## config.mk

```make
export PLATFORM = sky130hd
export DESIGN_NAME = sid_front
export DESIGN_NICKNAME = d
export VERILOG_FILES = /design/src/hdl/sid_pkg.sv /design/src/hdl/sid_front.sv
export SDC_FILE = /design/constraint.sdc
export NUM_CORES = 1
export LEC_CHECK = 0
export BUFFER_PORTS_ARGS = -buffer_cell sky130_fd_sc_hd__buf_4
export CORE_ASPECT_RATIO = 0.7
export CORE_MARGIN = 3
export CORE_UTILIZATION = 42
export DETAILED_ROUTE_END_ITERATION = 6
export PLACE_DENSITY = 0.76
export RECOVER_POWER = 100
export SYNTH_ARGS = -nofsm -noshare
export SYNTH_HDL_FRONTEND = slang
export SYNTH_SLANG_ARGS = --single-unit
```

## constraint.sdc

```tcl
create_clock -name clock -period 2.9 [get_ports clock]
set_clock_uncertainty 0.05 [all_clocks]
set_input_delay 0.435 -clock clock [delete_from_list [all_inputs] [get_ports clock]]
set_output_delay 0.435 -clock clock [all_outputs]
set_load 0.02 [all_outputs]
```

## src/hdl/sid_pkg.sv

```systemverilog
// Shared types and constants for the signed integer divider.
// Holds the word width, queue depth default and the classified operand record.
// No dependencies.
package sid_pkg;

   localparam int WORD_W          = 32;
   localparam int STAGES          = WORD_W;
   localparam int QUEUE_DEPTH_DEF = 4;

   localparam logic [WORD_W-1:0] INT_MAX_C = {1'b0, {(WORD_W-1){1'b1}}};

   // Operand pair after classification: magnitudes, result sign, zero divisor.
   typedef struct packed {
      logic [WORD_W-1:0] mag_a;
      logic [WORD_W-1:0] mag_b;
      logic              neg;
      logic              dz;
   } sid_item_type;

   function automatic logic [WORD_W-1:0] magnitude(input logic [WORD_W-1:0] v);
      magnitude = v[WORD_W-1] ? (~v + 1'b1) : v;
   endfunction

endpackage

```

## src/hdl/sid_front.sv

```systemverilog
// Front end of the divider: takes requests and classifies them.
// Registers magnitudes, result sign and zero-divisor flag. Uses sid_pkg.
module sid_front
   import sid_pkg::*;
(
   input  logic                     clock,
   input  logic                     reset,
   input  logic                     req_valid,
   output logic                     req_ready,
   input  logic signed [WORD_W-1:0] req_dividend,
   input  logic signed [WORD_W-1:0] req_divisor,
   output logic                     item_valid,
   input  logic                     item_ready,
   output sid_item_type             item
);

   logic         valid_ff, valid_in;
   sid_item_type item_ff, item_in;
   logic         take;

   assign req_ready = !valid_ff || item_ready;
   assign take      = req_valid && req_ready;

   always_comb begin
      item_in       = item_ff;
      item_in.mag_a = magnitude(req_dividend);
      item_in.mag_b = magnitude(req_divisor);
      item_in.neg   = req_dividend[WORD_W-1] ^ req_divisor[WORD_W-1];
      item_in.dz    = (req_divisor == '0);
      valid_in      = take || (valid_ff && !item_ready);
   end

   always_ff @(posedge clock) begin
      if (reset) begin
         valid_ff <= 1'b0;
      end else begin
         valid_ff <= valid_in;
      end
      if (take) begin
         item_ff <= item_in;
      end
   end

   assign item_valid = valid_ff;
   assign item       = item_ff;

endmodule

```

==> results.cfg <==
[timing]
final_hold_viol_count = 0
fin_crit_ns = 2.429
setup_slack_ns = 0.4708
slew_headroom_pct = -23.58
setup_viol = 0
min_period_over_period_pct = 83.76
fin_tns_setup_ns = 0
slew_viol_final = 68
max_freq_ghz = 0.4117
worst_slew_pin_slew_ns = 1.854
rsz0062_at_grt = false

[synth]
synth_top_area_share_pct = 57.52
synth_top_family_by_area = XOR/XNOR gates
synthTopCellsByArea = edfxtp_1 (58%), xnor2_1 (14%), o21ai_0 (3.1%), o31ai_1 (2.6%), nand2_1 (2.2%)
muxShareOfSynthArea_pct = 0
synth_area_mm2 = 0.003446
synth_cells = 273
synth_largest_area_cell = edfxtp_1
syn-num-nets = 345
synth.distinct_cells = 34
synth_seq_area_share_pct = 58.10
synth-simple-area-share_pct = 13.07
yosys_register_bits = 67
synth_compound_area_share_pct = 10.53
syn_avg_cell_area_um2 = 12.62
ys.warnings.count = 0
synth-xor-area-share_pct = 15.00
yosys.area_share.adder_pct = 1.452

[power]
cellLeakagePower_nw = 1.546
pwr-share-seq_pct = 46.5
switchingPower_mw = 0.6708
swShare_pct = 26.20
pwr-share-clk_pct = 36.7
power_mw = 2.561
ir_drop_mv = 0.3370
combPwrFrac_pct = 16.8
cellPowerDensity_mw_per_mm2 = 571.2
internal_power_mw = 1.890

[die]
dieArea_mm2 = 0.009344
rows = 26
core_area_mm2 = 0.007612
initial_utilization_pct = 45.27
io_pins = 136
die_h_um = 81.78
die_w_um = 114.3

[detailed_routing]
drt_iter0_markers = 163
num_vias = 2804
routed.top_layer = met4
drt-wirelength-per-cell_um = 17.00
route.met2.wl_um = 3968
via_per_inst = 5.392
wl_met1_um = 3909
wl_met3_um = 798
drc_errors = 0
antenna_left = 0
dr.pass1.iters = 4
finalWirelength_um = 8839

[worst_setup_path]
cp_data_required_time_ns = 2.91
rr_endpoint = item[58]$_DFFE_PP_
cp-end-kind = flip-flop
critPathLaunchType = primary input
crit_type = in2reg
r2r_start = item_valid$_SDFF_PP0_
cp_max_fo = 8
rrSetupSlack_ns = 0.53
reg2reg_depth = 3
arrival_ns = 2.44

[hold_path]
min_path_type = in2reg
hold_depth = 2
hp-start = reset
holdPathEnd = item_valid$_SDFF_PP0_

[clock_network]
cts_root_buf = clkbuf_16
clock_latency_ns = 0.33
h-tree-depth = 3
clk_pin_slew_ns = 0.05
cts_sinks = 67
holdBufCountCts = 0
cts_made_buffers = 9
tritoncts = done
clock_path_buffers = 2
postCtsSetupBuffers = 0
ctsResizeCount = 0

[status]
violations = capacitance limit, slew limit
outcome = complete, but fails checks

[global_routing]
grt_pass1_vias = 2759
overflow = 0
grt_max_degree = 34
antenna_found_initial = 0
grt_usage_pct = 19.37
grt_pass1_wl_um = 13700

[placed_design]
post_dp_cell_area_mm2 = 0.004598
dp_slack_ns = 0.3283
port_buffers = 135
place_hpwl_um = 6779
routabilityCongestion = 0.8225

[finish]
nNetsFinal = 490
final_util_pct = 58.89
layout-drive-gt1-share_pct = 18.72
area_delta_synth_final_pct = 30.10
antenna_cells = 0
stdcell_area_mm2 = 0.004483

[flow_run]
max-cap-violations = 2
## cell type report
class	count	area, um2
Sequential cell	67	2002
Inverter	11	41.29
Timing Repair Buffer	140	758.2
Clock inverter	5	21.27
Tap cell	98	122.6
Multi-Input combinational cell	189	1309
Clock buffer	10	229.0
Fill cell	703	3129
## cells in the final DEF (no fill, tap or decap), drive strengths merged, types with 8 or more instances in the layout
| master | n |
|---|---|
| o21ai | 21 |
| edfxtp | 66 |
| clkbuf | 88 |
| nor4 | 8 |
| inv | 11 |
| buf | 62 |
| o31ai | 15 |
| xnor2 | 54 |
| nor2 | 9 |
| nand2 | 20 |
## synth_stat cells
master / instances
edfxtp_1: 66
xnor2_1: 54
o21ai_0: 21
nand2_1: 20
o31ai_1: 12
inv_1: 11
nor2_1: 9
or3_1: 7
nand3_1: 6
nand4_1: 6
nor4_1: 6
or4_1: 6
xor2_1: 5
ha_1: 4
o41ai_2: 4
a31oi_1: 3
buf_1: 3
clkbuf_1: 3
nand2b_1: 3
nor3_1: 3
o31ai_2: 3
o41ai_1: 3
or2_2: 3
a21oi_1: 2
and2_1: 1
dfxtp_1: 1
nand3_2: 1
nand4_2: 1
nor2b_1: 1
nor4_2: 1
nor4_4: 1
nor4b_2: 1
o31a_2: 1
or4_4: 1
## kinds of logic (layout without fill, tap and decap cells)
group | count (synthesis) | in the layout
compound gates | 49 | 49
fa+ha+maj | 4 | 4
buf+inv | 17 | 166
xor+xnor | 59 | 59
simple gates | 77 | 77
flops | 67 | 67
## state kept, by name (all words and copies together) (netlist names)
| signal | flops |
|---|---|
| item | 66 |
| item_valid | 1 |
## power groups by stage
stage	Sequential (mW)	Clock, mW	Combinational [mW]
2_1_floorplan	1.31	0	0.149
5_1_grt	1.20	1.00	0.466
4_1_cts	1.19	0.960	0.504
6_report	1.19	0.939	0.430
3_3_place_gp	1.21	0	0.494
3_5_place_dp	1.21	0	0.503
## worst max-delay path, stage by stage
cell	delay, ns
clkbuf_1	0.12
or4_1	0.65
nor4_4	0.50
nand4_1	0.30
o21ai_0	0.31
xnor2_1	0.12
## routing by layer
layer | vias to the layer above | GRT usage (%)
li1 | 1317 | -
met3 | 14 | 6.406
met4 | 0 | 7.948
met2 | 133 | 29.03
met5 | - | 0
met1 | 1340 | 26.02
## how the worst max path moves through the flow
stage                               endpoint                   from  slack (ns)  cells after the start
after floorplan            item[0]$_DFFE_PP_             item_ready        0.13                      2
after global placement    item[52]$_DFFE_PP_        req_dividend[5]        0.36                      6
after detailed placement  item[29]$_DFFE_PP_        req_divisor[13]        0.33                      6
after CTS                 item[61]$_DFFE_PP_        req_dividend[5]        0.62                      6
after global routing      item[63]$_DFFE_PP_  item_valid$_SDFF_PP0_        0.35                      3
final                     item[61]$_DFFE_PP_        req_dividend[3]        0.47                      6
## stage by stage
step	instances	hold WS, ns
detailed placement	505	0.4703
floorplan	273	0.4541
finish	520	0.2067
global route	520	0.1981
CTS	520	0.1957
global placement	505	0.4516
No activity file was read; power rests on OpenSTA's default activity.
