===== config.mk =====
export PLATFORM = sky130hd
export DESIGN_NAME = sid_queue
export DESIGN_NICKNAME = d
export VERILOG_FILES = /design/src/hdl/sid_pkg.sv /design/src/hdl/sid_queue.sv
export SDC_FILE = /design/constraint.sdc
export NUM_CORES = 1
export LEC_CHECK = 0
export ABC_CLOCK_PERIOD_IN_PS = 4500
export BUFFER_PORTS_ARGS = -buffer_cell sky130_fd_sc_hd__buf_2
export CAP_MARGIN = 20
export CORE_MARGIN = 8
export CORE_UTILIZATION = 40
export CTS_BUF_LIST = sky130_fd_sc_hd__clkbuf_16
export CTS_CLUSTER_DIAMETER = 80
export DETAILED_ROUTE_END_ITERATION = 10
export SLEW_MARGIN = 0
export SYNTH_ARGS = -nofsm -noshare
export SYNTH_HDL_FRONTEND = slang
export SYNTH_SLANG_ARGS = --single-unit

===== constraint.sdc =====
create_clock -name clock -period 4.5 [get_ports clock]
set_input_delay 0.9 -clock clock [delete_from_list [all_inputs] [get_ports clock]]
set_output_delay 0.9 -clock clock [all_outputs]
set_load 0.05 [all_outputs]

===== src/hdl/sid_pkg.sv =====
// Shared types and constants for the signed integer divider.
// Holds the word width, queue depth default and the classified operand record.
// No dependencies.
package sid_pkg;

   localparam int WORD_W          = 32;
   localparam int STAGES          = WORD_W;
   localparam int QUEUE_DEPTH_DEF = 4;

   localparam logic [WORD_W-1:0] INT_MAX_C = {1'b0, {(WORD_W-1){1'b1}}};

   // Operand pair after classification: magnitudes, result sign, zero divisor.
   typedef struct packed {
      logic [WORD_W-1:0] mag_a;
      logic [WORD_W-1:0] mag_b;
      logic              neg;
      logic              dz;
   } sid_item_type;

   function automatic logic [WORD_W-1:0] magnitude(input logic [WORD_W-1:0] v);
      magnitude = v[WORD_W-1] ? (~v + 1'b1) : v;
   endfunction

endpackage


===== src/hdl/sid_queue.sv =====
// Short queue between the front end and the divider pipeline.
// Holds classified operand records so each side can stall on its own. Uses sid_pkg.
module sid_queue
   import sid_pkg::*;
#(
   parameter int DEPTH = QUEUE_DEPTH_DEF
) (
   input  logic         clock,
   input  logic         reset,
   input  logic         push_valid,
   output logic         push_ready,
   input  sid_item_type push_item,
   output logic         pop_valid,
   input  logic         pop_ready,
   output sid_item_type pop_item
);

   localparam int PTR_W = (DEPTH > 1) ? $clog2(DEPTH) : 1;
   localparam int CNT_W = $clog2(DEPTH + 1);
   localparam logic [PTR_W-1:0] LAST_PTR = PTR_W'(DEPTH - 1);
   localparam logic [CNT_W-1:0] FULL_CNT = CNT_W'(DEPTH);

   sid_item_type     mem_ff [DEPTH];
   logic [PTR_W-1:0] wr_ptr_ff, wr_ptr_in;
   logic [PTR_W-1:0] rd_ptr_ff, rd_ptr_in;
   logic [CNT_W-1:0] count_ff, count_in;
   logic             push, pop;

   assign push_ready = (count_ff != FULL_CNT);
   assign pop_valid  = (count_ff != '0);
   assign push       = push_valid && push_ready;
   assign pop        = pop_valid && pop_ready;
   assign pop_item   = mem_ff[rd_ptr_ff];

   always_comb begin
      wr_ptr_in = wr_ptr_ff;
      rd_ptr_in = rd_ptr_ff;
      count_in  = count_ff;
      if (push) begin
         wr_ptr_in = (wr_ptr_ff == LAST_PTR) ? '0 : wr_ptr_ff + 1'b1;
      end
      if (pop) begin
         rd_ptr_in = (rd_ptr_ff == LAST_PTR) ? '0 : rd_ptr_ff + 1'b1;
      end
      case ({push, pop})
         2'b10:   count_in = count_ff + 1'b1;
         2'b01:   count_in = count_ff - 1'b1;
         default: count_in = count_ff;
      endcase
   end

   always_ff @(posedge clock) begin
      if (reset) begin
         wr_ptr_ff <= '0;
         rd_ptr_ff <= '0;
         count_ff  <= '0;
      end else begin
         wr_ptr_ff <= wr_ptr_in;
         rd_ptr_ff <= rd_ptr_in;
         count_ff  <= count_in;
      end
      if (push) begin
         mem_ff[wr_ptr_ff] <= push_item;
      end
   end

`ifndef SYNTH
   a_count_bounded: assert property (@(posedge clock) disable iff (reset)
      count_ff <= FULL_CNT)
      else $error("queue count exceeds depth");

   a_count_tracks: assert property (@(posedge clock) disable iff (reset)
      push && !pop |=> count_ff == $past(count_ff) + 1'b1)
      else $error("queue count missed a push");

   a_count_drains: assert property (@(posedge clock) disable iff (reset)
      pop && !push |=> count_ff == $past(count_ff) - 1'b1)
      else $error("queue count missed a pop");
`endif

endmodule


==> impl_metrics.env <==
export IMPL_yosys_area_top_type="edfxtp_1"
export IMPL_cts_sinks=273
export IMPL_min_period_over_period_pct=76.1
export IMPL_max_vdd_ir_drop_v=0.000426
export IMPL_final_util_pct=48.1
export IMPL_reg2reg_depth=8
export IMPL_antenna_found_initial=2
export IMPL_clk_pin_slew_ns=0.06
export IMPL_synthMuxAreaShare_pct=15.1
export IMPL_crit_path_max_fanout=36
export IMPL_drc=0
export IMPL_ios=138
export IMPL_grt_pass1_wl_um=29200
export IMPL_drive_gt1_share_pct=44.3
export IMPL_fin_total_pwr_mw=7.44
export IMPL_routed_wl_um=18900
export IMPL_worstPathArrival_ns=2.52
export IMPL_grt_max_degree=67
export IMPL_io_buffers=137
export IMPL_synth_area_leaders="edfxtp_1, mux4_2, dfxtp_1"
export IMPL_ys_seq_elements=273
export IMPL_min_path_type="flop to flop"
export IMPL_syn_inst=396
export IMPL_cts_tree="yes"
export IMPL_worstMarginPinSlew_ns=1.07
export IMPL_crit_buf_inv=2
export IMPL_timing_fmax_mhz=292
export IMPL_routedWlPerCell_um=20.9
export IMPL_die_w_um=174
export IMPL_skew_ns=0.0131
export IMPL_synth_top_family_by_area="multiplexers"
export IMPL_synth_simple_area_share_pct=0.964
export IMPL_crit_cells=3
export IMPL_rsz0062_at_grt="no"
export IMPL_multi_input_area_um2=1780
export IMPL_dieArea_um2=30300
export IMPL_vias=4486
export IMPL_cpLargestDelayFamily="flip-flops"
export IMPL_gp_congestion=0.651
export IMPL_core_area_um2=24900
export IMPL_cts_resized=0
export IMPL_worstHoldPathCells=2
export IMPL_root_buffer="clkbuf_16"
export IMPL_postLayoutCellArea_um2=12000
export IMPL_synth_fp_nets=473
export IMPL_fill_cells=2058
export IMPL_min_period_ns=3.42
export IMPL_crit_required_ns=3.60
export IMPL_yosysWarnings=0
export IMPL_cp_cell_sequence="buf_12, mux4_2, buf_2"
export IMPL_cts_buffers=28
export IMPL_ys_types=26
export IMPL_synth_xor_area_share_pct=0.175
export IMPL_leakagePower_nw=4.01
export IMPL_clock_tree_buffer_depth=3
export IMPL_diodes=0
export IMPL_ant_nets=0
export IMPL_synth_area_um2=9990
export IMPL_cap_violations=0
export IMPL_slew_headroom_pct=28.4
export IMPL_path_class="flop to output pin"
export IMPL_avgViaCountPerCell=4.98
export IMPL_initial_core_util_pct=40.2
export IMPL_grt_overflow=0
export IMPL_finalSetupTns_ns=0
export IMPL_layout_area_seq_um2=8120
export IMPL_setup_viol=0
export IMPL_grtUsageTotal_pct=12.3
export IMPL_grt_pass1_vias=5117
export IMPL_seq_area_frac_synth_pct=81.1
export IMPL_initialDrtViolationCount=261
export IMPL_layout_nets=626
export IMPL_synth_top_area_share_pct=79.3
export IMPL_syn_to_final_growth_pct=19.8
export IMPL_cts_hold_buf=0
export IMPL_clock_latency_ns=0.53
export IMPL_place_area_um2=11000
export IMPL_dr_pass1_iters=4
export IMPL_critPathCaptureType="output pin"
export IMPL_powerDensity_nw_per_um2=621
export IMPL_start_kind="flop"
export IMPL_cts_setup_buffers=0
export IMPL_die_height_um=174
export IMPL_final_hold_violation_count=0
export IMPL_hpwl_um=10900
export IMPL_htree_levels=1
export IMPL_slew_viol_final=0
export IMPL_holdWs_ns=0.489
export IMPL_outcome="finished, final reports clean"
export IMPL_rows=58
export IMPL_synth_compound_area_share_pct=0.451
export IMPL_slowest_delay_ns=0.78
export IMPL_syn_area_per_cell_um2=25.2
export IMPL_synthAdderAreaFrac_pct=0.951
export IMPL_cp_slowest_cell="dfxtp_4"
[cell type report]
class | count | area share [%]
inverter | 6 | 0.188
tap | 330 | 3.45
timing repair buffer | 139 | 6.12
clock inverter | 23 | 1.56
clock buffer | 29 | 6.06
sequential | 273 | 67.8
multi-input combinational | 101 | 14.9
[cells by family after synthesis]
logic type               Yosys count
AND/OR/NAND/NOR                   17
XOR/XNOR                           2
AO/OA/AOI/OAI                      7
flip-flops                       273
buffers and inverters             22
multiplexers                      68
adder cells (fa/ha/maj)            7
[synth_stat cells, drive strengths merged]
cell / count
clkbuf: 2
nor2: 4
and3: 4
nand2: 2
ha: 6
buf: 14
mux2i: 2
nand2b: 2
or3b: 1
o21ai: 2
a211o: 1
or3: 4
mux4: 66
fa: 1
a21oi: 3
o31ai: 1
xor2: 2
edfxtp: 264
inv: 6
dfxtp: 9
[final timing paths]
kind | from | end | slack (ns)
max | flop | pop_item[17] | 1.08
min | rd_ptr_ff[0]$_SDFFE_PP0P_ | flop | 0.49
max reg2reg | count_ff[2]$_SDFFE_PP0P_ | count_ff[2]$_SDFFE_PP0P_ | 1.92
min reg2reg | rd_ptr_ff[0]$_SDFFE_PP0P_ | flop | 0.49
[placed cells by master (no fill, tap or decap), drive strengths merged]
cell,synthesis,final
edfxtp,264,264
buf,14,139
mux4,66,66
clkbuf,2,29
inv,6,12
clkinv,0,12
dfxtp,9,9
ha,6,6
and3,4,4
nor2,4,4
or3,4,4
a21oi,3,3
bufinv,0,3
nand2,2,2
xor2,2,2
mux2i,2,2
nand2b,2,2
clkinvlp,0,2
o21ai,2,2
o31ai,1,1
or3b,1,1
a211o,1,1
fa,1,1
[registers in the layout, indices dropped and copies added, names as in the netlist, named ones only]
signal / flops
mem_ff: 264
count_ff: 3
wr_ptr_ff: 2
rd_ptr_ff: 2
[worst reg2reg max path: cells and delay by family (launching register included)]
family | cells | cell delay [ns]
buffers and inverters | 1 | 0.07
AND/OR/NAND/NOR | 3 | 1.14
flip-flops | 1 | 0.39
XOR/XNOR | 1 | 0.17
adder cells (fa/ha/maj) | 2 | 0.60
AO/OA/AOI/OAI | 1 | 0.15
[power breakdown]
part / leakage [nW] / internal (mW) / switching (mW) / total, mW
registers: 2.50 / 3.06 / 0.156 / 3.22
logic: 1.05 / 0.611 / 1.35 / 1.96
clock network: 0.463 / 1.34 / 0.920 / 2.26
total: 4.01 / 5.01 / 2.43 / 7.44
[per-layer routing]
layer	vias to the layer above	GRT usage [%]	part of all wire (%)
li1	1994	-	-
met3	29	3.86	6.3
met5	-	0	0.14
met1	2338	15.1	42
met4	4	3.03	1.5
met2	121	20.9	50
[stage by stage]
| step | instances | setup slack [ns] |
|---|---|---|
| 2_1_floorplan | 396 | 1.57 |
| 3_3_place_gp | 848 | 1.54 |
| 6_report | 901 | 1.08 |
| 3_5_place_dp | 848 | 1.54 |
| 4_1_cts | 900 | 0.968 |
| 5_1_grt | 901 | 0.875 |
Note: power is estimated with default switching activity, not from simulation.
